`src/rtl/potm_pkg.sv`:
```
// Shared types, codes and helper functions of the price-time order matcher.
package potm_pkg;

  // Command actions
  localparam logic [1:0] ACT_NEW     = 2'd0;
  localparam logic [1:0] ACT_CANCEL  = 2'd1;
  localparam logic [1:0] ACT_REPLACE = 2'd2;
  localparam logic [1:0] ACT_NONE    = 2'd3;

  // Time in force
  localparam logic [1:0] TIF_GTC  = 2'd0;
  localparam logic [1:0] TIF_IOC  = 2'd1;
  localparam logic [1:0] TIF_FOK  = 2'd2;
  localparam logic [1:0] TIF_RSVD = 2'd3;

  // Event kinds
  localparam logic [2:0] EV_REJECT    = 3'd0;
  localparam logic [2:0] EV_ACCEPT    = 3'd1;
  localparam logic [2:0] EV_TRADE     = 3'd2;
  localparam logic [2:0] EV_ADDED     = 3'd3;
  localparam logic [2:0] EV_REDUCED   = 3'd4;
  localparam logic [2:0] EV_REMOVED   = 3'd5;
  localparam logic [2:0] EV_CANCELLED = 3'd6;
  localparam logic [2:0] EV_REPLACED  = 3'd7;

  // Reject reasons
  localparam logic [2:0] RS_INSTR     = 3'd0;
  localparam logic [2:0] RS_PRICE     = 3'd1;
  localparam logic [2:0] RS_QTY       = 3'd2;
  localparam logic [2:0] RS_DUP       = 3'd3;
  localparam logic [2:0] RS_LIQUIDITY = 3'd4;
  localparam logic [2:0] RS_UNKNOWN   = 3'd5;
  localparam logic [2:0] RS_REPLACE   = 3'd6;
  localparam logic [2:0] RS_FULL      = 3'd7;

  typedef struct packed {
    logic [2:0]         kind;
    logic [31:0]        seq;
    logic [7:0]         instr;
    logic [31:0]        oid;
    logic [31:0]        cid;
    logic signed [31:0] price;
    logic [31:0]        qty;
    logic [31:0]        aleft;
    logic [31:0]        cleft;
    logic               side;
    logic [2:0]         reason;
    logic               last;
  } evt_t;

  typedef enum logic [4:0] {
    OP_NONE,
    OP_LOAD,
    OP_SCAN_INIT,
    OP_SCAN_STEP,
    OP_EMIT_REJ,
    OP_EMIT_ACCEPT,
    OP_EMIT_TRADE,
    OP_EMIT_CONTRA,
    OP_EMIT_FULL,
    OP_EMIT_ADDED,
    OP_EMIT_CANCEL,
    OP_EMIT_CANCEL_RM,
    OP_EMIT_REPL_KEEP,
    OP_EMIT_REPL_RED,
    OP_EMIT_REPL_NEW,
    OP_EMIT_REPL_RM,
    OP_FINISH
  } dp_op_e;

  typedef enum logic [2:0] {
    SC_KEY,
    SC_NKEY,
    SC_AVAIL,
    SC_BEST,
    SC_FREE
  } scan_e;

  typedef struct packed {
    dp_op_e     op;
    scan_e      scan;
    logic [2:0] reason;
    logic       in_ready;
  } ctrl_cmd_t;

  typedef struct packed {
    logic       in_valid;
    logic [1:0] action;
    logic [1:0] tif;
    logic       known;
    logic       price_bad;
    logic       qty_zero;
    logic       key_found;
    logic       instr_match;
    logic       keys_differ;
    logic       dup_found;
    logic       avail_short;
    logic       best_found;
    logic       crosses;
    logic       rem_zero;
    logic       repl_keep;
    logic       free_found;
    logic       scan_last;
    logic       can_push;
  } dp_stat_t;

  // Buy crosses at or above the contra price, sell at or below.
  function automatic logic crosses(input logic side, input logic signed [31:0] price,
                                   input logic signed [31:0] cprice);
    crosses = side ? (price <= cprice) : (price >= cprice);
  endfunction

  // Serial-number compare: a was issued before b.
  function automatic logic older(input logic [31:0] a, input logic [31:0] b);
    logic [31:0] diff;
    diff  = a - b;
    older = diff[31];
  endfunction

endpackage

```
`src/rtl/potm_if.sv`:
```
// Valid/ready channel interfaces for commands and events.
interface potm_cmd_if;
  logic               valid;
  logic               ready;
  logic [1:0]         action;
  logic [7:0]         instrument;
  logic [15:0]        account;
  logic [31:0]        client_id;
  logic [31:0]        new_client_id;
  logic               side;
  logic signed [31:0] limit_price;
  logic [31:0]        order_qty;
  logic [1:0]         tif;

  modport source(output valid, action, instrument, account, client_id, new_client_id, side,
                 limit_price, order_qty, tif, input ready);
  modport sink(input valid, action, instrument, account, client_id, new_client_id, side,
               limit_price, order_qty, tif, output ready);
endinterface

interface potm_evt_if;
  logic               valid;
  logic               ready;
  logic [2:0]         event_kind;
  logic [31:0]        event_seq;
  logic [7:0]         instrument_out;
  logic [31:0]        order_id;
  logic [31:0]        contra_id;
  logic signed [31:0] event_price;
  logic [31:0]        event_qty;
  logic [31:0]        aggressor_left;
  logic [31:0]        contra_left;
  logic               event_side;
  logic [2:0]         reject_reason;
  logic               last;

  modport source(output valid, event_kind, event_seq, instrument_out, order_id, contra_id,
                 event_price, event_qty, aggressor_left, contra_left, event_side,
                 reject_reason, last, input ready);
  modport sink(input valid, event_kind, event_seq, instrument_out, order_id, contra_id,
               event_price, event_qty, aggressor_left, contra_left, event_side,
               reject_reason, last, output ready);
endinterface

```
`src/rtl/potm_ctrl.sv`:
```
// Command sequencer of the order matcher.
module potm_ctrl
  import potm_pkg::*;
(
  input  logic      clk_i,
  input  logic      rst_ni,
  input  dp_stat_t  stat_i,
  output ctrl_cmd_t cmd_o
);

  localparam logic [4:0] S_IDLE   = 5'd0;
  localparam logic [4:0] S_CHECK  = 5'd1;
  localparam logic [4:0] S_SCAN   = 5'd2;
  localparam logic [4:0] S_REJ    = 5'd3;
  localparam logic [4:0] S_FIN    = 5'd4;
  localparam logic [4:0] S_K_NEW  = 5'd5;
  localparam logic [4:0] S_A_NEW  = 5'd6;
  localparam logic [4:0] S_ACCEPT = 5'd7;
  localparam logic [4:0] S_MATCH  = 5'd8;
  localparam logic [4:0] S_B_DONE = 5'd9;
  localparam logic [4:0] S_TRADE  = 5'd10;
  localparam logic [4:0] S_CONTRA = 5'd11;
  localparam logic [4:0] S_REST   = 5'd12;
  localparam logic [4:0] S_F_DONE = 5'd13;
  localparam logic [4:0] S_K_CAN  = 5'd14;
  localparam logic [4:0] S_CAN1   = 5'd15;
  localparam logic [4:0] S_CAN2   = 5'd16;
  localparam logic [4:0] S_K_REP  = 5'd17;
  localparam logic [4:0] S_N_REP  = 5'd18;
  localparam logic [4:0] S_REP    = 5'd19;
  localparam logic [4:0] S_RK1    = 5'd20;
  localparam logic [4:0] S_RK2    = 5'd21;
  localparam logic [4:0] S_RN1    = 5'd22;
  localparam logic [4:0] S_RN2    = 5'd23;

  logic [4:0] state_q, state_d;
  logic [4:0] ret_q, ret_d;
  logic [2:0] reason_q, reason_d;

  always_comb begin
    state_d         = state_q;
    ret_d           = ret_q;
    reason_d        = reason_q;
    cmd_o.op        = OP_NONE;
    cmd_o.scan      = SC_KEY;
    cmd_o.reason    = reason_q;
    cmd_o.in_ready  = 1'b0;
    unique case (state_q)
      S_IDLE: begin
        cmd_o.in_ready = 1'b1;
        if (stat_i.in_valid) begin
          cmd_o.op = OP_LOAD;
          state_d  = S_CHECK;
        end
      end
      S_CHECK: begin
        if (stat_i.action == ACT_NONE) begin
          state_d = S_IDLE;
        end else if (!stat_i.known) begin
          reason_d = RS_INSTR;
          state_d  = S_REJ;
        end else if (stat_i.action == ACT_NEW) begin
          if (stat_i.price_bad) begin
            reason_d = RS_PRICE;
            state_d  = S_REJ;
          end else if (stat_i.qty_zero) begin
            reason_d = RS_QTY;
            state_d  = S_REJ;
          end else begin
            cmd_o.op = OP_SCAN_INIT;
            state_d  = S_SCAN;
            ret_d    = S_K_NEW;
          end
        end else if (stat_i.action == ACT_CANCEL) begin
          cmd_o.op = OP_SCAN_INIT;
          state_d  = S_SCAN;
          ret_d    = S_K_CAN;
        end else if (stat_i.price_bad || stat_i.qty_zero) begin
          reason_d = RS_REPLACE;
          state_d  = S_REJ;
        end else begin
          cmd_o.op = OP_SCAN_INIT;
          state_d  = S_SCAN;
          ret_d    = S_K_REP;
        end
      end
      S_SCAN: begin
        cmd_o.op = OP_SCAN_STEP;
        if (stat_i.scan_last) begin
          state_d = ret_q;
        end
      end
      S_REJ: begin
        if (stat_i.can_push) begin
          cmd_o.op = OP_EMIT_REJ;
          state_d  = S_FIN;
        end
      end
      S_FIN: begin
        if (stat_i.can_push) begin
          cmd_o.op = OP_FINISH;
          state_d  = S_IDLE;
        end
      end
      S_K_NEW: begin
        if (stat_i.key_found) begin
          reason_d = RS_DUP;
          state_d  = S_REJ;
        end else if (stat_i.tif == TIF_FOK) begin
          cmd_o.op   = OP_SCAN_INIT;
          cmd_o.scan = SC_AVAIL;
          state_d    = S_SCAN;
          ret_d      = S_A_NEW;
        end else begin
          state_d = S_ACCEPT;
        end
      end
      S_A_NEW: begin
        if (stat_i.avail_short) begin
          reason_d = RS_LIQUIDITY;
          state_d  = S_REJ;
        end else begin
          state_d = S_ACCEPT;
        end
      end
      S_ACCEPT: begin
        if (stat_i.can_push) begin
          cmd_o.op = OP_EMIT_ACCEPT;
          state_d  = S_MATCH;
        end
      end
      S_MATCH: begin
        if (stat_i.rem_zero) begin
          state_d = S_REST;
        end else begin
          cmd_o.op   = OP_SCAN_INIT;
          cmd_o.scan = SC_BEST;
          state_d    = S_SCAN;
          ret_d      = S_B_DONE;
        end
      end
      S_B_DONE: begin
        if (stat_i.best_found && stat_i.crosses) begin
          state_d = S_TRADE;
        end else begin
          state_d = S_REST;
        end
      end
      S_TRADE: begin
        if (stat_i.can_push) begin
          cmd_o.op = OP_EMIT_TRADE;
          state_d  = S_CONTRA;
        end
      end
      S_CONTRA: begin
        if (stat_i.can_push) begin
          cmd_o.op = OP_EMIT_CONTRA;
          state_d  = S_MATCH;
        end
      end
      S_REST: begin
        if (stat_i.tif != TIF_GTC || stat_i.rem_zero) begin
          state_d = S_FIN;
        end else begin
          cmd_o.op   = OP_SCAN_INIT;
          cmd_o.scan = SC_FREE;
          state_d    = S_SCAN;
          ret_d      = S_F_DONE;
        end
      end
      S_F_DONE: begin
        if (stat_i.can_push) begin
          cmd_o.op = stat_i.free_found ? OP_EMIT_ADDED : OP_EMIT_FULL;
          state_d  = S_FIN;
        end
      end
      S_K_CAN: begin
        if (!stat_i.key_found || !stat_i.instr_match) begin
          reason_d = RS_UNKNOWN;
          state_d  = S_REJ;
        end else begin
          state_d = S_CAN1;
        end
      end
      S_CAN1: begin
        if (stat_i.can_push) begin
          cmd_o.op = OP_EMIT_CANCEL;
          state_d  = S_CAN2;
        end
      end
      S_CAN2: begin
        if (stat_i.can_push) begin
          cmd_o.op = OP_EMIT_CANCEL_RM;
          state_d  = S_FIN;
        end
      end
      S_K_REP: begin
        if (!stat_i.key_found || !stat_i.instr_match) begin
          reason_d = RS_UNKNOWN;
          state_d  = S_REJ;
        end else if (stat_i.keys_differ) begin
          cmd_o.op   = OP_SCAN_INIT;
          cmd_o.scan = SC_NKEY;
          state_d    = S_SCAN;
          ret_d      = S_N_REP;
        end else begin
          state_d = S_REP;
        end
      end
      S_N_REP: begin
        if (stat_i.dup_found) begin
          reason_d = RS_DUP;
          state_d  = S_REJ;
        end else begin
          state_d = S_REP;
        end
      end
      S_REP: begin
        state_d = stat_i.repl_keep ? S_RK1 : S_RN1;
      end
      S_RK1: begin
        if (stat_i.can_push) begin
          cmd_o.op = OP_EMIT_REPL_KEEP;
          state_d  = S_RK2;
        end
      end
      S_RK2: begin
        if (stat_i.can_push) begin
          cmd_o.op = OP_EMIT_REPL_RED;
          state_d  = S_FIN;
        end
      end
      S_RN1: begin
        if (stat_i.can_push) begin
          cmd_o.op = OP_EMIT_REPL_NEW;
          state_d  = S_RN2;
        end
      end
      S_RN2: begin
        if (stat_i.can_push) begin
          cmd_o.op = OP_EMIT_REPL_RM;
          state_d  = S_MATCH;
        end
      end
      default: begin
        state_d = S_IDLE;
      end
    endcase
  end

  always_ff @(posedge clk_i or negedge rst_ni) begin
    if (!rst_ni) begin
      state_q  <= S_IDLE;
      ret_q    <= S_IDLE;
      reason_q <= RS_INSTR;
    end else begin
      state_q  <= state_d;
      ret_q    <= ret_d;
      reason_q <= reason_d;
    end
  end

endmodule

```
`src/rtl/potm_dp.sv`:
```
// Datapath of the order matcher: order store, scan unit, counters and event buffers.
module potm_dp
  import potm_pkg::*;
#(
  parameter int unsigned ORDER_SLOTS      = 16,
  parameter int unsigned INSTRUMENT_SLOTS = 4
) (
  input  logic       clk_i,
  input  logic       rst_ni,
  input  logic       cfg_we_i,
  input  logic [3:0] cfg_wdata_i,
  input  ctrl_cmd_t  cmd_i,
  output dp_stat_t   stat_o,
  potm_cmd_if.sink   in_i,
  potm_evt_if.source evt_o
);

  localparam int unsigned IW = (ORDER_SLOTS > 1) ? $clog2(ORDER_SLOTS) : 1;
  localparam int unsigned AW = 32 + $clog2(ORDER_SLOTS + 1);

  // Configuration and latched command
  logic [3:0]         en_q;
  logic [1:0]         action_q;
  logic [7:0]         instr_q;
  logic [15:0]        acct_q;
  logic [31:0]        cid_q, ncid_q;
  logic               side_q;
  logic signed [31:0] price_q;
  logic [31:0]        qty_q;
  logic [1:0]         tif_q;
  logic [47:0]        rest_key_q;

  // Order store; attributes are {instr[1:0], tif[1:0], side}
  logic               valid_q  [ORDER_SLOTS];
  logic [47:0]        key_q    [ORDER_SLOTS];
  logic signed [31:0] sprice_q [ORDER_SLOTS];
  logic [31:0]        srem_q   [ORDER_SLOTS];
  logic [31:0]        sid_q    [ORDER_SLOTS];
  logic [31:0]        sprio_q  [ORDER_SLOTS];
  logic [4:0]         sattr_q  [ORDER_SLOTS];

  // Scan unit
  logic [IW-1:0]      idx_q;
  scan_e              scan_q;
  logic               f_found_q;
  logic [IW-1:0]      f_idx_q;
  logic signed [31:0] f_price_q;
  logic [31:0]        f_rem_q, f_id_q;
  logic [4:0]         f_attr_q;
  logic               dup_q;
  logic [AW-1:0]      avail_q;
  logic               b_found_q;
  logic [IW-1:0]      b_idx_q;
  logic signed [31:0] b_price_q;
  logic [31:0]        b_prio_q, b_rem_q, b_id_q;
  logic               free_found_q;
  logic [IW-1:0]      free_idx_q;

  // Working order and counters
  logic [31:0]        rem_q, oid_q, prio_q, cl_q;
  logic [31:0]        ev_cnt_q, xid_cnt_q, prio_cnt_q;

  // Pending event and output register
  logic               pend_v_q, out_v_q;
  evt_t               pend_q, out_q, out_d;

  // Current slot under the scan pointer
  logic               cur_v;
  logic [47:0]        cur_key;
  logic signed [31:0] cur_price;
  logic [31:0]        cur_rem, cur_id, cur_prio;
  logic [4:0]         cur_attr;
  logic               cur_instr_ok;
  logic               hit_key, hit_nkey, hit_avail, hit_best, hit_free;

  logic [47:0]        ckey, nkey;
  logic [31:0]        tq, rem_n, cl_n;
  logic               is_emit, push, fin, load_out, out_fire, out_free, can_push;
  evt_t               ev;

  assign ckey = {acct_q, cid_q};
  assign nkey = {acct_q, ncid_q};

  assign cur_v     = valid_q[idx_q];
  assign cur_key   = key_q[idx_q];
  assign cur_price = sprice_q[idx_q];
  assign cur_rem   = srem_q[idx_q];
  assign cur_id    = sid_q[idx_q];
  assign cur_prio  = sprio_q[idx_q];
  assign cur_attr  = sattr_q[idx_q];
  assign cur_instr_ok = cur_attr[4:3] == instr_q[1:0];

  always_comb begin
    hit_key   = cur_v && (cur_key == ckey) && !f_found_q;
    hit_nkey  = cur_v && (cur_key == nkey);
    hit_avail = cur_v && cur_instr_ok && (cur_attr[0] != side_q) &&
                crosses(side_q, price_q, cur_price);
    hit_free  = !cur_v && !free_found_q;
    hit_best  = 1'b0;
    if (cur_v && cur_instr_ok && (cur_attr[0] == !side_q)) begin
      if (!b_found_q) begin
        hit_best = 1'b1;
      end else if (!side_q ? (cur_price < b_price_q) : (cur_price > b_price_q)) begin
        hit_best = 1'b1;
      end else if (cur_price == b_price_q && older(cur_prio, b_prio_q)) begin
        hit_best = 1'b1;
      end
    end
  end

  // Trade size against the best contra order
  assign tq    = (rem_q < b_rem_q) ? rem_q : b_rem_q;
  assign rem_n = rem_q - tq;
  assign cl_n  = b_rem_q - tq;

  assign out_fire = out_v_q && evt_o.ready;
  assign out_free = !out_v_q || evt_o.ready;
  assign can_push = !pend_v_q || out_free;

  always_comb begin
    is_emit = cmd_i.op inside {OP_EMIT_REJ, OP_EMIT_ACCEPT, OP_EMIT_TRADE, OP_EMIT_CONTRA,
                               OP_EMIT_FULL, OP_EMIT_ADDED, OP_EMIT_CANCEL,
                               OP_EMIT_CANCEL_RM, OP_EMIT_REPL_KEEP, OP_EMIT_REPL_RED,
                               OP_EMIT_REPL_NEW, OP_EMIT_REPL_RM};
  end
  assign push     = is_emit && can_push;
  assign fin      = (cmd_i.op == OP_FINISH) && pend_v_q && out_free;
  assign load_out = (push && pend_v_q) || fin;

  // Mark the pending beat as the command's last when it leaves on a finish
  always_comb begin
    out_d      = pend_q;
    out_d.last = fin;
  end

  // Build the event of the current emit command
  always_comb begin
    ev       = '0;
    ev.seq   = ev_cnt_q;
    ev.instr = instr_q;
    case (cmd_i.op)
      OP_EMIT_REJ: begin
        ev.kind   = EV_REJECT;
        ev.reason = cmd_i.reason;
      end
      OP_EMIT_ACCEPT: begin
        ev.kind  = EV_ACCEPT;
        ev.oid   = xid_cnt_q;
        ev.price = price_q;
        ev.qty   = qty_q;
        ev.side  = side_q;
      end
      OP_EMIT_TRADE: begin
        ev.kind  = EV_TRADE;
        ev.oid   = oid_q;
        ev.cid   = b_id_q;
        ev.price = b_price_q;
        ev.qty   = tq;
        ev.aleft = rem_n;
        ev.cleft = cl_n;
        ev.side  = side_q;
      end
      OP_EMIT_CONTRA: begin
        ev.kind  = (cl_q == '0) ? EV_REMOVED : EV_REDUCED;
        ev.oid   = b_id_q;
        ev.price = b_price_q;
        ev.qty   = cl_q;
        ev.side  = !side_q;
      end
      OP_EMIT_FULL: begin
        ev.kind   = EV_REJECT;
        ev.oid    = oid_q;
        ev.qty    = rem_q;
        ev.side   = side_q;
        ev.reason = RS_FULL;
      end
      OP_EMIT_ADDED: begin
        ev.kind  = EV_ADDED;
        ev.oid   = oid_q;
        ev.price = price_q;
        ev.qty   = rem_q;
        ev.side  = side_q;
      end
      OP_EMIT_CANCEL: begin
        ev.kind = EV_CANCELLED;
        ev.oid  = f_id_q;
        ev.side = f_attr_q[0];
      end
      OP_EMIT_CANCEL_RM, OP_EMIT_REPL_RM: begin
        ev.kind  = EV_REMOVED;
        ev.oid   = f_id_q;
        ev.price = f_price_q;
        ev.side  = f_attr_q[0];
      end
      OP_EMIT_REPL_KEEP: begin
        ev.kind  = EV_REPLACED;
        ev.oid   = f_id_q;
        ev.price = price_q;
        ev.qty   = qty_q;
        ev.side  = f_attr_q[0];
      end
      OP_EMIT_REPL_RED: begin
        ev.kind  = EV_REDUCED;
        ev.oid   = f_id_q;
        ev.price = f_price_q;
        ev.qty   = qty_q;
        ev.side  = f_attr_q[0];
      end
      OP_EMIT_REPL_NEW: begin
        ev.kind  = EV_REPLACED;
        ev.oid   = xid_cnt_q;
        ev.price = price_q;
        ev.qty   = qty_q;
        ev.side  = f_attr_q[0];
      end
      default: begin
        ev.kind = EV_REJECT;
      end
    endcase
  end

  // Control state: config, valid bits, counters, scan pointer and flags, buffers
  always_ff @(posedge clk_i or negedge rst_ni) begin
    if (!rst_ni) begin
      en_q         <= '0;
      for (int i = 0; i < ORDER_SLOTS; i++) begin
        valid_q[i] <= 1'b0;
      end
      ev_cnt_q     <= '0;
      xid_cnt_q    <= '0;
      prio_cnt_q   <= '0;
      idx_q        <= '0;
      scan_q       <= SC_KEY;
      f_found_q    <= 1'b0;
      dup_q        <= 1'b0;
      b_found_q    <= 1'b0;
      free_found_q <= 1'b0;
      pend_v_q     <= 1'b0;
      out_v_q      <= 1'b0;
    end else begin
      if (cfg_we_i) begin
        en_q <= cfg_wdata_i;
      end
      case (cmd_i.op)
        OP_SCAN_INIT: begin
          idx_q  <= '0;
          scan_q <= cmd_i.scan;
          case (cmd_i.scan)
            SC_KEY:  f_found_q    <= 1'b0;
            SC_NKEY: dup_q        <= 1'b0;
            SC_BEST: b_found_q    <= 1'b0;
            SC_FREE: free_found_q <= 1'b0;
            default: ;
          endcase
        end
        OP_SCAN_STEP: begin
          idx_q <= (idx_q == IW'(ORDER_SLOTS - 1)) ? '0 : idx_q + 1'b1;
          case (scan_q)
            SC_KEY:  if (hit_key)  f_found_q    <= 1'b1;
            SC_NKEY: if (hit_nkey) dup_q        <= 1'b1;
            SC_BEST: if (hit_best) b_found_q    <= 1'b1;
            SC_FREE: if (hit_free) free_found_q <= 1'b1;
            default: ;
          endcase
        end
        OP_EMIT_ACCEPT: begin
          if (push) begin
            xid_cnt_q  <= xid_cnt_q + 1'b1;
            prio_cnt_q <= prio_cnt_q + 1'b1;
          end
        end
        OP_EMIT_REPL_NEW: begin
          if (push) begin
            xid_cnt_q        <= xid_cnt_q + 1'b1;
            valid_q[f_idx_q] <= 1'b0;
          end
        end
        OP_EMIT_REPL_RM: begin
          if (push) prio_cnt_q <= prio_cnt_q + 1'b1;
        end
        OP_EMIT_CONTRA: begin
          if (push && cl_q == '0) valid_q[b_idx_q] <= 1'b0;
        end
        OP_EMIT_ADDED: begin
          if (push) valid_q[free_idx_q] <= 1'b1;
        end
        OP_EMIT_CANCEL: begin
          if (push) valid_q[f_idx_q] <= 1'b0;
        end
        default: ;
      endcase
      if (push) begin
        ev_cnt_q <= ev_cnt_q + 1'b1;
        pend_v_q <= 1'b1;
      end else if (fin) begin
        pend_v_q <= 1'b0;
      end
      if (load_out) begin
        out_v_q <= 1'b1;
      end else if (out_fire) begin
        out_v_q <= 1'b0;
      end
    end
  end

  // Payload: command latch, slot contents, captured scan results, event buffers
  always_ff @(posedge clk_i) begin
    case (cmd_i.op)
      OP_LOAD: begin
        action_q   <= in_i.action;
        instr_q    <= in_i.instrument;
        acct_q     <= in_i.account;
        cid_q      <= in_i.client_id;
        ncid_q     <= in_i.new_client_id;
        side_q     <= in_i.side;
        price_q    <= in_i.limit_price;
        qty_q      <= in_i.order_qty;
        tif_q      <= (in_i.tif == TIF_RSVD) ? TIF_IOC : in_i.tif;
        rest_key_q <= {in_i.account, in_i.client_id};
      end
      OP_SCAN_INIT: begin
        if (cmd_i.scan == SC_AVAIL) avail_q <= '0;
      end
      OP_SCAN_STEP: begin
        case (scan_q)
          SC_KEY: begin
            if (hit_key) begin
              f_idx_q   <= idx_q;
              f_price_q <= cur_price;
              f_rem_q   <= cur_rem;
              f_id_q    <= cur_id;
              f_attr_q  <= cur_attr;
            end
          end
          SC_AVAIL: begin
            if (hit_avail) avail_q <= avail_q + AW'(cur_rem);
          end
          SC_BEST: begin
            if (hit_best) begin
              b_idx_q   <= idx_q;
              b_price_q <= cur_price;
              b_prio_q  <= cur_prio;
              b_rem_q   <= cur_rem;
              b_id_q    <= cur_id;
            end
          end
          SC_FREE: begin
            if (hit_free) free_idx_q <= idx_q;
          end
          default: ;
        endcase
      end
      OP_EMIT_ACCEPT: begin
        if (push) begin
          oid_q  <= xid_cnt_q;
          prio_q <= prio_cnt_q;
          rem_q  <= qty_q;
        end
      end
      OP_EMIT_TRADE: begin
        if (push) begin
          rem_q <= rem_n;
          cl_q  <= cl_n;
        end
      end
      OP_EMIT_CONTRA: begin
        if (push && cl_q != '0) srem_q[b_idx_q] <= cl_q;
      end
      OP_EMIT_ADDED: begin
        if (push) begin
          key_q[free_idx_q]    <= rest_key_q;
          sprice_q[free_idx_q] <= price_q;
          srem_q[free_idx_q]   <= rem_q;
          sid_q[free_idx_q]    <= oid_q;
          sprio_q[free_idx_q]  <= prio_q;
          sattr_q[free_idx_q]  <= {instr_q[1:0], tif_q, side_q};
        end
      end
      OP_EMIT_REPL_KEEP: begin
        if (push) begin
          srem_q[f_idx_q] <= qty_q;
          key_q[f_idx_q]  <= nkey;
        end
      end
      OP_EMIT_REPL_NEW: begin
        if (push) begin
          oid_q      <= xid_cnt_q;
          side_q     <= f_attr_q[0];
          tif_q      <= f_attr_q[2:1];
          rest_key_q <= nkey;
        end
      end
      OP_EMIT_REPL_RM: begin
        if (push) begin
          prio_q <= prio_cnt_q;
          rem_q  <= qty_q;
        end
      end
      default: ;
    endcase
    if (push) begin
      pend_q <= ev;
    end
    if (load_out) begin
      out_q <= out_d;
    end
  end

  // Status to the sequencer
  always_comb begin
    stat_o.in_valid    = in_i.valid;
    stat_o.action      = action_q;
    stat_o.tif         = tif_q;
    stat_o.known       = (instr_q < 8'(INSTRUMENT_SLOTS)) && en_q[instr_q[1:0]];
    stat_o.price_bad   = price_q[31] || (price_q == '0);
    stat_o.qty_zero    = qty_q == '0;
    stat_o.key_found   = f_found_q;
    stat_o.instr_match = f_attr_q[4:3] == instr_q[1:0];
    stat_o.keys_differ = cid_q != ncid_q;
    stat_o.dup_found   = dup_q;
    stat_o.avail_short = avail_q < {{(AW - 32){1'b0}}, qty_q};
    stat_o.best_found  = b_found_q;
    stat_o.crosses     = crosses(side_q, price_q, b_price_q);
    stat_o.rem_zero    = rem_q == '0;
    stat_o.repl_keep   = (price_q == f_price_q) && (qty_q <= f_rem_q);
    stat_o.free_found  = free_found_q;
    stat_o.scan_last   = idx_q == IW'(ORDER_SLOTS - 1);
    stat_o.can_push    = can_push;
  end

  assign in_i.ready           = cmd_i.in_ready;
  assign evt_o.valid          = out_v_q;
  assign evt_o.event_kind     = out_q.kind;
  assign evt_o.event_seq      = out_q.seq;
  assign evt_o.instrument_out = out_q.instr;
  assign evt_o.order_id       = out_q.oid;
  assign evt_o.contra_id      = out_q.cid;
  assign evt_o.event_price    = out_q.price;
  assign evt_o.event_qty      = out_q.qty;
  assign evt_o.aggressor_left = out_q.aleft;
  assign evt_o.contra_left    = out_q.cleft;
  assign evt_o.event_side     = out_q.side;
  assign evt_o.reject_reason  = out_q.reason;
  assign evt_o.last           = out_q.last;

  // The sequencer issues an emit only when the pending beat can move on.
  a_emit_has_room: assert property (@(posedge clk_i) disable iff (!rst_ni)
    is_emit |-> can_push)
    else $error("emit issued with pending and output beats both occupied");

  // The sequence number advances only when an event is pushed.
  a_seq_only_on_push: assert property (@(posedge clk_i) disable iff (!rst_ni)
    !push |=> $stable(ev_cnt_q))
    else $error("event sequence moved without an event");

  // A finish never runs while the output still holds an untaken beat.
  a_fin_clean: assert property (@(posedge clk_i) disable iff (!rst_ni)
    (cmd_i.op == OP_FINISH) && pend_v_q |-> fin || (out_v_q && !evt_o.ready))
    else $error("finish dropped the last event");

endmodule

```
`src/rtl/price_time_order_matcher_unit.sv`:
```
// Top level of the price-time priority order matcher.
//
// Limit order book with price-time priority for up to INSTRUMENT_SLOTS instruments that
// share one store of ORDER_SLOTS resting orders. Each accepted command beat (new, cancel,
// replace) yields a burst of event beats: reject, or accept followed by trade and
// reduced/removed pairs and an added (or full reject) for a GTC remainder; cancel and
// replace give their own pairs. The final beat of a command carries last. Commands are
// processed one at a time. Every key lookup, FOK liquidity sum, best-contra search and
// free-slot search walks the store one slot per cycle through a single scan pointer; an
// emit waits while the event output and its pending beat are both full. The event
// output is registered with one further pending beat, so the sequencer keeps working
// while a finished beat waits for the consumer. instrument_enable is written through
// cfg_we_i/cfg_wdata_i; the user must do so only while no command is in flight, as the
// block itself does not enforce it. Bits at or above INSTRUMENT_SLOTS are ignored.
// Reset empties the book and clears all counters.
module price_time_order_matcher_unit
  import potm_pkg::*;
#(
  parameter int unsigned ORDER_SLOTS      = 16,
  parameter int unsigned INSTRUMENT_SLOTS = 4
) (
  input  logic       clk_i,
  input  logic       rst_ni,
  input  logic       cfg_we_i,
  input  logic [3:0] cfg_wdata_i,
  potm_cmd_if.sink   cmd_i,
  potm_evt_if.source evt_o
);

  ctrl_cmd_t ctrl_cmd;
  dp_stat_t  dp_stat;

  // Sequencer: walks each command through its searches and emits
  potm_ctrl u_ctrl (
    .clk_i  (clk_i),
    .rst_ni (rst_ni),
    .stat_i (dp_stat),
    .cmd_o  (ctrl_cmd)
  );

  // Datapath: order store, scan unit, counters and event buffering
  potm_dp #(
    .ORDER_SLOTS      (ORDER_SLOTS),
    .INSTRUMENT_SLOTS (INSTRUMENT_SLOTS)
  ) u_dp (
    .clk_i       (clk_i),
    .rst_ni      (rst_ni),
    .cfg_we_i    (cfg_we_i),
    .cfg_wdata_i (cfg_wdata_i),
    .cmd_i       (ctrl_cmd),
    .stat_o      (dp_stat),
    .in_i        (cmd_i),
    .evt_o       (evt_o)
  );

endmodule

```
`src/flat_wrapper.sv`:
```
// flat-port wrapper written by rule: the top's interface ports become plain ports
module price_time_order_matcher_unit_flat import potm_pkg::*;
#(
  parameter int unsigned ORDER_SLOTS      = 16,
  parameter int unsigned INSTRUMENT_SLOTS = 4
)
  (clk_i, rst_ni, cfg_we_i, cfg_wdata_i, cmd_i_valid, cmd_i_action, cmd_i_instrument, cmd_i_account, cmd_i_client_id, cmd_i_new_client_id, cmd_i_side, cmd_i_limit_price, cmd_i_order_qty, cmd_i_tif, cmd_i_ready, evt_o_valid, evt_o_event_kind, evt_o_event_seq, evt_o_instrument_out, evt_o_order_id, evt_o_contra_id, evt_o_event_price, evt_o_event_qty, evt_o_aggressor_left, evt_o_contra_left, evt_o_event_side, evt_o_reject_reason, evt_o_last, evt_o_ready);
  potm_cmd_if cmd_i_i ();
  potm_evt_if evt_o_i ();
  input  logic clk_i;
  input  logic rst_ni;
  input  logic cfg_we_i;
  input  logic [3:0] cfg_wdata_i;
  input wire logic [$bits(cmd_i_i.valid)-1:0] cmd_i_valid;
  input wire logic [$bits(cmd_i_i.action)-1:0] cmd_i_action;
  input wire logic [$bits(cmd_i_i.instrument)-1:0] cmd_i_instrument;
  input wire logic [$bits(cmd_i_i.account)-1:0] cmd_i_account;
  input wire logic [$bits(cmd_i_i.client_id)-1:0] cmd_i_client_id;
  input wire logic [$bits(cmd_i_i.new_client_id)-1:0] cmd_i_new_client_id;
  input wire logic [$bits(cmd_i_i.side)-1:0] cmd_i_side;
  input wire logic [$bits(cmd_i_i.limit_price)-1:0] cmd_i_limit_price;
  input wire logic [$bits(cmd_i_i.order_qty)-1:0] cmd_i_order_qty;
  input wire logic [$bits(cmd_i_i.tif)-1:0] cmd_i_tif;
  output wire logic [$bits(cmd_i_i.ready)-1:0] cmd_i_ready;
  output wire logic [$bits(evt_o_i.valid)-1:0] evt_o_valid;
  output wire logic [$bits(evt_o_i.event_kind)-1:0] evt_o_event_kind;
  output wire logic [$bits(evt_o_i.event_seq)-1:0] evt_o_event_seq;
  output wire logic [$bits(evt_o_i.instrument_out)-1:0] evt_o_instrument_out;
  output wire logic [$bits(evt_o_i.order_id)-1:0] evt_o_order_id;
  output wire logic [$bits(evt_o_i.contra_id)-1:0] evt_o_contra_id;
  output wire logic [$bits(evt_o_i.event_price)-1:0] evt_o_event_price;
  output wire logic [$bits(evt_o_i.event_qty)-1:0] evt_o_event_qty;
  output wire logic [$bits(evt_o_i.aggressor_left)-1:0] evt_o_aggressor_left;
  output wire logic [$bits(evt_o_i.contra_left)-1:0] evt_o_contra_left;
  output wire logic [$bits(evt_o_i.event_side)-1:0] evt_o_event_side;
  output wire logic [$bits(evt_o_i.reject_reason)-1:0] evt_o_reject_reason;
  output wire logic [$bits(evt_o_i.last)-1:0] evt_o_last;
  input wire logic [$bits(evt_o_i.ready)-1:0] evt_o_ready;
  assign cmd_i_i.valid = cmd_i_valid;
  assign cmd_i_i.action = cmd_i_action;
  assign cmd_i_i.instrument = cmd_i_instrument;
  assign cmd_i_i.account = cmd_i_account;
  assign cmd_i_i.client_id = cmd_i_client_id;
  assign cmd_i_i.new_client_id = cmd_i_new_client_id;
  assign cmd_i_i.side = cmd_i_side;
  assign cmd_i_i.limit_price = cmd_i_limit_price;
  assign cmd_i_i.order_qty = cmd_i_order_qty;
  assign cmd_i_i.tif = cmd_i_tif;
  assign cmd_i_ready = cmd_i_i.ready;
  assign evt_o_valid = evt_o_i.valid;
  assign evt_o_event_kind = evt_o_i.event_kind;
  assign evt_o_event_seq = evt_o_i.event_seq;
  assign evt_o_instrument_out = evt_o_i.instrument_out;
  assign evt_o_order_id = evt_o_i.order_id;
  assign evt_o_contra_id = evt_o_i.contra_id;
  assign evt_o_event_price = evt_o_i.event_price;
  assign evt_o_event_qty = evt_o_i.event_qty;
  assign evt_o_aggressor_left = evt_o_i.aggressor_left;
  assign evt_o_contra_left = evt_o_i.contra_left;
  assign evt_o_event_side = evt_o_i.event_side;
  assign evt_o_reject_reason = evt_o_i.reject_reason;
  assign evt_o_last = evt_o_i.last;
  assign evt_o_i.ready = evt_o_ready;
  price_time_order_matcher_unit #(.ORDER_SLOTS(ORDER_SLOTS), .INSTRUMENT_SLOTS(INSTRUMENT_SLOTS)) u_core (.clk_i(clk_i), .rst_ni(rst_ni), .cfg_we_i(cfg_we_i), .cfg_wdata_i(cfg_wdata_i), .cmd_i(cmd_i_i), .evt_o(evt_o_i));
endmodule
```
`config.mk`:
```
export PLATFORM = sky130hd
export DESIGN_NAME = price_time_order_matcher_unit_flat
export DESIGN_NICKNAME = d
export VERILOG_FILES = /design/src/rtl/potm_pkg.sv /design/src/rtl/potm_if.sv /design/src/rtl/potm_ctrl.sv /design/src/rtl/potm_dp.sv /design/src/rtl/price_time_order_matcher_unit.sv /design/src/flat_wrapper.sv
export SDC_FILE = /design/constraint.sdc
export NUM_CORES = 2
export LEC_CHECK = 0
export BUFFER_PORTS_ARGS = -buffer_cell sky130_fd_sc_hd__buf_2
export CAP_MARGIN = 20
export CELL_PAD_IN_SITES_DETAIL_PLACEMENT = 0
export CELL_PAD_IN_SITES_GLOBAL_PLACEMENT = 1
export CORE_ASPECT_RATIO = 1.2
export CORE_MARGIN = 2
export CORE_UTILIZATION = 45
export CTS_CLUSTER_SIZE = 14
export DETAILED_ROUTE_END_ITERATION = 8
export GPL_TIMING_DRIVEN = 0
export PLACE_DENSITY_LB_ADDON = 0.1
export SYNTH_ARGS = -nofsm -noshare
export SYNTH_HDL_FRONTEND = slang
export SYNTH_SLANG_ARGS = --single-unit
```
`constraint.sdc`:
```
create_clock -name clk_i -period 13.1 [get_ports clk_i]
set_input_delay 1.31 -clock clk_i [delete_from_list [all_inputs] [get_ports clk_i]]
set_output_delay 1.31 -clock clk_i [all_outputs]
set_load 0.02 [all_outputs]
```
# == Yosys cells after proc, flatten, opt, wreduce, memory -nomap -nowiden ==
# Memories as Yosys holds them, arrays and structs flattened.
# Cells that the tools add are included.
# op_classes
n_addsub,8
n_lt_le_gt_ge,18
n_eq_ne,109
muxes,167
bitwise,9
reduce_logical,92
# ops
operator,count
32-bit one-hot mux with 4 select lines,2
5-bit two-way mux,39
5-bit one-hot mux with 19 select lines,2
32-bit two-way mux,5
32-bit zero test,4
37-bit two-way mux,3
"32-bit by 1-bit adder with 32-bit output, second input constant",3
48-bit == test,2
32-bit less-or-equal comparator,3
48-bit two-way mux,2
32-bit one-hot mux with 3 select lines,1
48-bit one-hot mux with 2 select lines,1
32-bit subtractor,3
"5-bit by 4-bit == test with 1-bit output, second input constant",16
37-bit one-hot mux with 2 select lines,1
32-bit == test,2
32-bit >= comparator,2
32-bit less-than comparator,2
32-bit one-hot mux with 2 select lines,1
32-bit OR reduction,2
3-bit two-way mux,19
4-bit two-way mux,13
"2-bit != test, second input constant",25
1-bit two-way mux,49
67 further kinds,201
# word_totals
register_bits,1232
mem_bits_rw,2896
output_inout_bits,242
elab_cells,489
mem_count,6
# mem_list
memory,words,word_bits,rd,rd_ports_with_merged_regs,wr,line_no,rtl
u_core.u_dp.key_q,16,48,1,0,1,potm_dp.sv:35,logic [47:0] key_q [ORDER_SLOTS];
u_core.u_dp.sid_q,16,32,1,0,1,potm_dp.sv:38,logic [31:0] sid_q [ORDER_SLOTS];
u_core.u_dp.sprice_q,16,32,1,0,1,potm_dp.sv:36,logic signed [31:0] sprice_q [ORDER_SLOTS];
u_core.u_dp.sprio_q,16,32,1,0,1,potm_dp.sv:39,logic [31:0] sprio_q [ORDER_SLOTS];
u_core.u_dp.srem_q,16,32,1,0,1,potm_dp.sv:37,logic [31:0] srem_q [ORDER_SLOTS];
u_core.u_dp.sattr_q,16,5,1,0,1,potm_dp.sv:40,logic [4:0] sattr_q [ORDER_SLOTS];

# == Depth between registers and ports, before layout ==
# depth
word_depth,18
depth_mapped,24
mapped_depth_nobuf,22

# == By module ==
# A second synthesis with hierarchy kept.
# hier_totals
hier_cells,9696
hier_area_um2,168644.2
# by_module_without_submodules
mod,n_inst,cells_each,area_each_um2
potm_dp,1,9483,167020.2
potm_ctrl,1,213,1624.1

# == Least setup slack after synthesis ==
# OpenSTA, ideal clock, no wires.
# synth_path
path_type,in2reg
start,in evt_o_ready
end,reg u_core.u_dp.out_v_q (netlist: u_core.u_dp.evt_o.valid)
setup_ns,0.155
t_arrival_ns,14.000
t_required_ns,12.945
slack_ns,-1.055
path_stages,4
n_path_buf,0
path_cell_list,nand3b_1 -> o21ai_1 -> a21oi_1 -> o21bai_1
# synth_between
elab_chain_cells,10
# synth_lines
element,line_no,rtl
from (decl),flat_wrapper.sv:38,input wire logic [$bits(evt_o_i.ready)-1:0] evt_o_ready;
1-bit logical OR (*),potm_dp.sv:117,assign out_free = !out_v_q || evt_o.ready;
1-bit logical OR,potm_dp.sv:118,assign can_push = !pend_v_q || out_free;
"4-bit two-way mux, or another cell as far along",potm_ctrl.sv:240,if (stat_i.can_push) begin
5-bit one-hot mux with 19 select lines,potm_ctrl.sv:48,unique case (state_q)
5-bit by 3-bit == test with 1-bit output or 5-bit by 4-bit == test with 1-bit output (tied branches),potm_dp.sv:121,"is_emit = cmd_i.op inside {OP_EMIT_REJ, OP_EMIT_ACCEPT, OP_EMIT_TRADE, OP_EMIT_CONTRA,"
12-bit nonzero test,potm_dp.sv:121,
1-bit logical AND,potm_dp.sv:126,assign push = is_emit && can_push;
1-bit logical AND,potm_dp.sv:128,assign load_out = (push && pend_v_q) || fin;
1-bit logical OR (*),potm_dp.sv:128,
net u_core.u_dp.load_out,potm_dp.sv:78,"logic is_emit, push, fin, load_out, out_fire, out_free, can_push;"
1-bit two-way mux or 2-bit nonzero test (tied branches),n/a,
to (signal assigned),potm_dp.sv:239,out_v_q <= 1'b0;
to (signal assigned),potm_dp.sv:299,out_v_q <= 1'b1;
to (signal assigned),potm_dp.sv:301,out_v_q <= 1'b0;
to (decl),potm_dp.sv:64,"logic pend_v_q, out_v_q;"
# The timed path passes the listed nets; every way through them passes the cells marked *.
# A chain may end at the register's enable or synchronous reset.

# == Worst setup path in the final report ==
# layout_path
start,reg u_core.u_dp.idx_q[1]
end,"reg u_core.u_dp.b_rem_q[15], enable pin"
# layout_between
elab_chain_cells,8
# layout_lines
element,line_no,rtl
from (decl),potm_dp.sv:43,logic [IW-1:0] idx_q;
from (signal assigned),potm_dp.sv:257,idx_q <= (idx_q == IW'(ORDER_SLOTS - 1)) ? '0 : idx_q + 1'b1;
memory 16 x 32 bit,n/a,
net u_core.u_dp.cur_prio[25],potm_dp.sv:71,"logic [31:0] cur_rem, cur_id, cur_prio;"
32-bit subtractor,potm_pkg.sv:116,diff = a - b;
1-bit logical AND,potm_dp.sv:105,"end else if (cur_price == b_price_q && older(cur_prio, b_prio_q)) begin"
1-bit two-way mux,potm_dp.sv:105,
1-bit two-way mux,potm_dp.sv:103,end else if (!side_q ? (cur_price < b_price_q) : (cur_price > b_price_q)) begin
1-bit two-way mux,potm_dp.sv:101,if (!b_found_q) begin
1-bit two-way mux,potm_dp.sv:100,if (cur_v && cur_instr_ok && (cur_attr[0] == !side_q)) begin
3-bit AND reduction (no line),n/a,
to (signal assigned),potm_dp.sv:343,b_rem_q <= cur_rem;
to (decl),potm_dp.sv:55,"logic [31:0] b_prio_q, b_rem_q, b_id_q;"
# The timed path passes the listed nets, and every way through them passes these cells. The select of a mux whose other input is x is not followed.

==> impl_metrics.py <==
metrics = {
    "run": {
        "maxCapViolCount": 0,
    },
    "yosys": {
        "yosys.area_share.adder_pct": 2.41,
        "synth_edf_count": 3986,
        "synth-async-reset-ratio_pct": 3.44,
        "ys_warn_count": 0,
        "muxShareOfSynthArea_pct": 10.1,
        "syn_inst": 9626,
        "synth_compound_area_share_pct": 6.40,
        "synth_seq_area_share_pct": 73.4,
        "synth-main-ff-cell": "edfxtp_1",
        "synthXorXnorAreaFrac_pct": 1.68,
        "synth_simple_gate_area_share_pct": 4.17,
        "ys_types": 75,
        "ys_ff_latch": 4128,
        "synth_top_family_by_area": "multiplexers",
        "avgSynthCellArea_sq_um": 17.4,
        "syn_area_sq_mm": 0.168,
        "syn-num-nets": 10100,
    },
    "routing": {
        "num_vias": 95900,
        "dr.pass1.iters": 6,
        "drc": 0,
        "dr_wl_met2_mm": 268,
        "avgViaCountPerCell": 5.97,
        "wl_per_cell_um": 33.3,
        "routed_wirelength_mm": 536,
        "dr_wl_met3_mm": 34.0,
        "top_layer": "met4",
        "drt_iter0_drc": 9811,
        "wl_met1_mm": 211,
        "ant_nets": 0,
    },
    "critical_path": {
        "crit_slowest_cell": "clkbuf_1",
        "slowest_delay_ns": 0.84,
        "path_max_fanout": 20,
        "end_kind": "flip-flop",
        "cp-start-kind": "flip-flop",
        "worst-setup-path-type": "reg2reg",
        "critPathArrivalTime_ns": 10.56,
        "cpMostUsedCell": "buf_2",
        "required_ns": 13.75,
    },
    "grt": {
        "grtUsageTotal_pct": 27.9,
        "antenna_found_initial": 24,
        "grt_pass1_wl_mm": 742,
        "grt_max_degree": 107,
        "grt_pass1_vias": 96800,
        "grt-ovfl-total": 0,
    },
    "layout": {
        "drive_gt1_share_pct": 19.1,
        "nets": 11300,
        "syn_to_final_growth_pct": 16.8,
        "nFillCells": 29800,
    },
    "cts": {
        "root_buffer": "clkbuf_16",
        "htree_num_levels": 5,
        "cts_sinks": 4128,
        "path_clk_slew_ns": 0.07,
        "cts_tree": "done",
        "clock_latency_ns": 1.00,
        "numCtsBuffers": 418,
        "ctsHoldBuffers": 0,
        "clk_path_buf_depth": 4,
        "cts_setup_buffers": 0,
        "cts_resized": 0,
    },
    "sta": {
        "report.final.slew_viol_count": 0,
        "holdWs_ns": 0.275,
        "worst_pin_slew_ns": 1.27,
        "max_clock_freq_ghz": 0.101,
        "relSlewSlack_pct": 15.4,
        "min_period_ns": 9.91,
        "setup_viol": 0,
        "fin_crit_sh_pct": 75.6,
        "setup_slack_ns": 3.19,
        "final.setup_skew_ns": 0.0661,
        "hold_viol": 0,
        "rsz0062_at_grt": "false",
        "tns_ns": 0,
    },
    "pwr": {
        "intPower_uw": 27000,
        "p_sw_uw": 12500,
        "pwr-share-comb_pct": 25.7,
        "power_frac_seq_pct": 43.6,
        "power_density_mw_per_mm2": 202,
        "ir_drop_mv": 0.182,
        "power.total_uw": 39600,
        "p_leak_uw": 0.0666,
        "sw_frac_of_total_pct": 31.7,
        "p_clk_share_pct": 30.7,
    },
    "die": {
        "fp.dieH_um": 673,
        "io_pins": 408,
        "die_area_sq_mm": 0.378,
        "die_w_um": 562,
        "core_sq_mm": 0.371,
        "rows": 245,
        "start_util_pct": 45.2,
    },
    "placement": {
        "portBuffers": 407,
        "place_ws_ns": 3.30,
        "hpwl_mm": 381,
        "place.gp.congestion": 0.901,
    },
    "min_path": {
        "hold_class": "in2async",
    },
    "status": {
        "status": "finished, final reports clean",
    },
}
[sequential cells by signal, summed over array words and instances, names as in the netlist, 37 cells and up]
| signal | cells |
|---|---|
| u_core.u_dp.key_q | 768 |
| u_core.u_dp.sid_q | 512 |
| u_core.u_dp.sprice_q | 512 |
| u_core.u_dp.sprio_q | 512 |
| u_core.u_dp.srem_q | 512 |
| u_core.u_dp.out_d | 239 |
| u_core.u_dp.sattr_q | 80 |
| u_core.u_dp.rest_key_q | 48 |
| u_core.u_dp.avail_q | 37 |
[cell type report]
class / instances / area [sq um] / share of cell area (%)
clock buffer: 517 / 11000 / 5.63
timing repair buffer: 720 / 7440 / 3.79
tap: 4940 / 6180 / 3.15
multi-input combinational: 4776 / 42200 / 21.5
clock inverter: 258 / 2830 / 1.44
inverter: 295 / 1120 / 0.572
buffer: 427 / 2020 / 1.03
antenna: 12 / 30.0 / 0.0153
sequential: 4128 / 123000 / 62.9
[kinds of logic (layout without fill, tap and decap cells)]
family | after synthesis | after routing
mux | 1119 | 1119
buf+inv | 722 | 2217
compound gates | 1530 | 1530
other cells | 0 | 12
simple gates | 1483 | 1483
flops | 4128 | 4128
fa+ha+maj | 321 | 321
xor+xnor | 323 | 323
[critical path: cells and delay by family (launching register included)]
family	cells	cell delay, ns
buffers and inverters	14	5.66
AOI/OAI and AO/OA	7	1.43
and+or+nand+nor	4	1.13
DFF	1	0.44
muxes	1	0.42
adders and majority gates	1	0.38
[routing by layer]
| layer | up-vias | GRT usage [%] |
|---|---|---|
| li1 | 40900 | - |
| met1 | 50400 | 36.0 |
| met2 | 3847 | 48.1 |
| met3 | 816 | 3.65 |
| met4 | 0 | 11.0 |
| met5 | - | 0 |
[cell usage in the layout (no fill, tap or decap), types with 72 or more instances in the layout]
cell type and instances:
clkbuf_16 424, inv_1 289, a21o_1 112, nand3_1 77, nand2_1 549, buf_6 92
edfxtp_1 3986, a21oi_1 221, a22oi_1 189, xor2_1 147, dfrtp_1 142, clkbuf_1 326
clkinv_1 72, and2_1 111, a221oi_1 281, buf_2 483, o21ai_0 318, mux4_2 455
xnor2_1 176, nor2_1 276, buf_12 120, mux2i_1 602, ha_1 318, nand4_1 92
[stage by stage]
step	std cells	util [%]	cell area, sq um
final	16100	52.8	196000
after global routing	16100	52.8	196000
after CTS	16100	52.8	196000
after detailed placement	15300	49.1	182000
after global placement	15000	47.5	176000
after floorplan	9626	-	168000
[synthesized netlist by cell type (17+ instances only)]
library cell	n	share of area [%]
a211oi_1	25	0.11
and3_1	50	0.19
o21ai_0	318	0.95
mux4_2	455	6.1
inv_1	290	0.65
a221oi_1	281	1.5
clkbuf_1	264	0.59
mux2i_1	602	3.6
buf_2	73	0.22
a221o_1	66	0.39
o21a_1	29	0.13
o21bai_1	17	0.076
edfxtp_1	3986	71
a22oi_1	189	0.84
a21o_1	112	0.50
and2_1	111	0.41
and4_1	19	0.099
nor2_1	317	0.71
buf_4	59	0.26
nand2_1	551	1.2
nor4_1	70	0.26
nand2b_1	32	0.12
dfrtp_1	142	2.1
a22o_1	68	0.35
o211ai_1	21	0.094
xnor2_1	176	0.92
a31oi_1	64	0.24
nand3_1	78	0.23
nor3_1	71	0.21
mux2_2	62	0.42
a21oi_1	222	0.66
xor2_1	147	0.77
ha_1	318	2.4
buf_1	22	0.049
nand4_1	92	0.34
nor2b_1	39	0.15
[worst paths after layout]
path                                                     to  cells after the start  slack (ns)                   start
min reg2reg                u_core.u_dp.evt_o.event_price[0]                      0        0.41  u_core.u_dp.out_d[101]
min                                 u_core.u_dp.ev_cnt_q[4]                      1        0.28                  rst_ni
max reg2reg                         u_core.u_dp.b_rem_q[15]                     27        3.19    u_core.u_dp.idx_q[1]
min in group clk_i         u_core.u_dp.evt_o.event_price[0]                      0        0.41  u_core.u_dp.out_d[101]
max                                 u_core.u_dp.b_rem_q[15]                     27        3.19    u_core.u_dp.idx_q[1]
max in group asynchronous        u_core.u_dp.prio_cnt_q[27]                      2       11.72                  rst_ni
[power groups by stage]
stage	clock, uW	combinational [uW]	sequential [uW]
global route	12900	10800	17400
finish	12200	10200	17200
CTS	12300	10200	17300
global placement	0	9700	17900
floorplan	0	5670	17900
detailed placement	0	10200	17500
No activity file was read; power rests on OpenSTA's default activity.
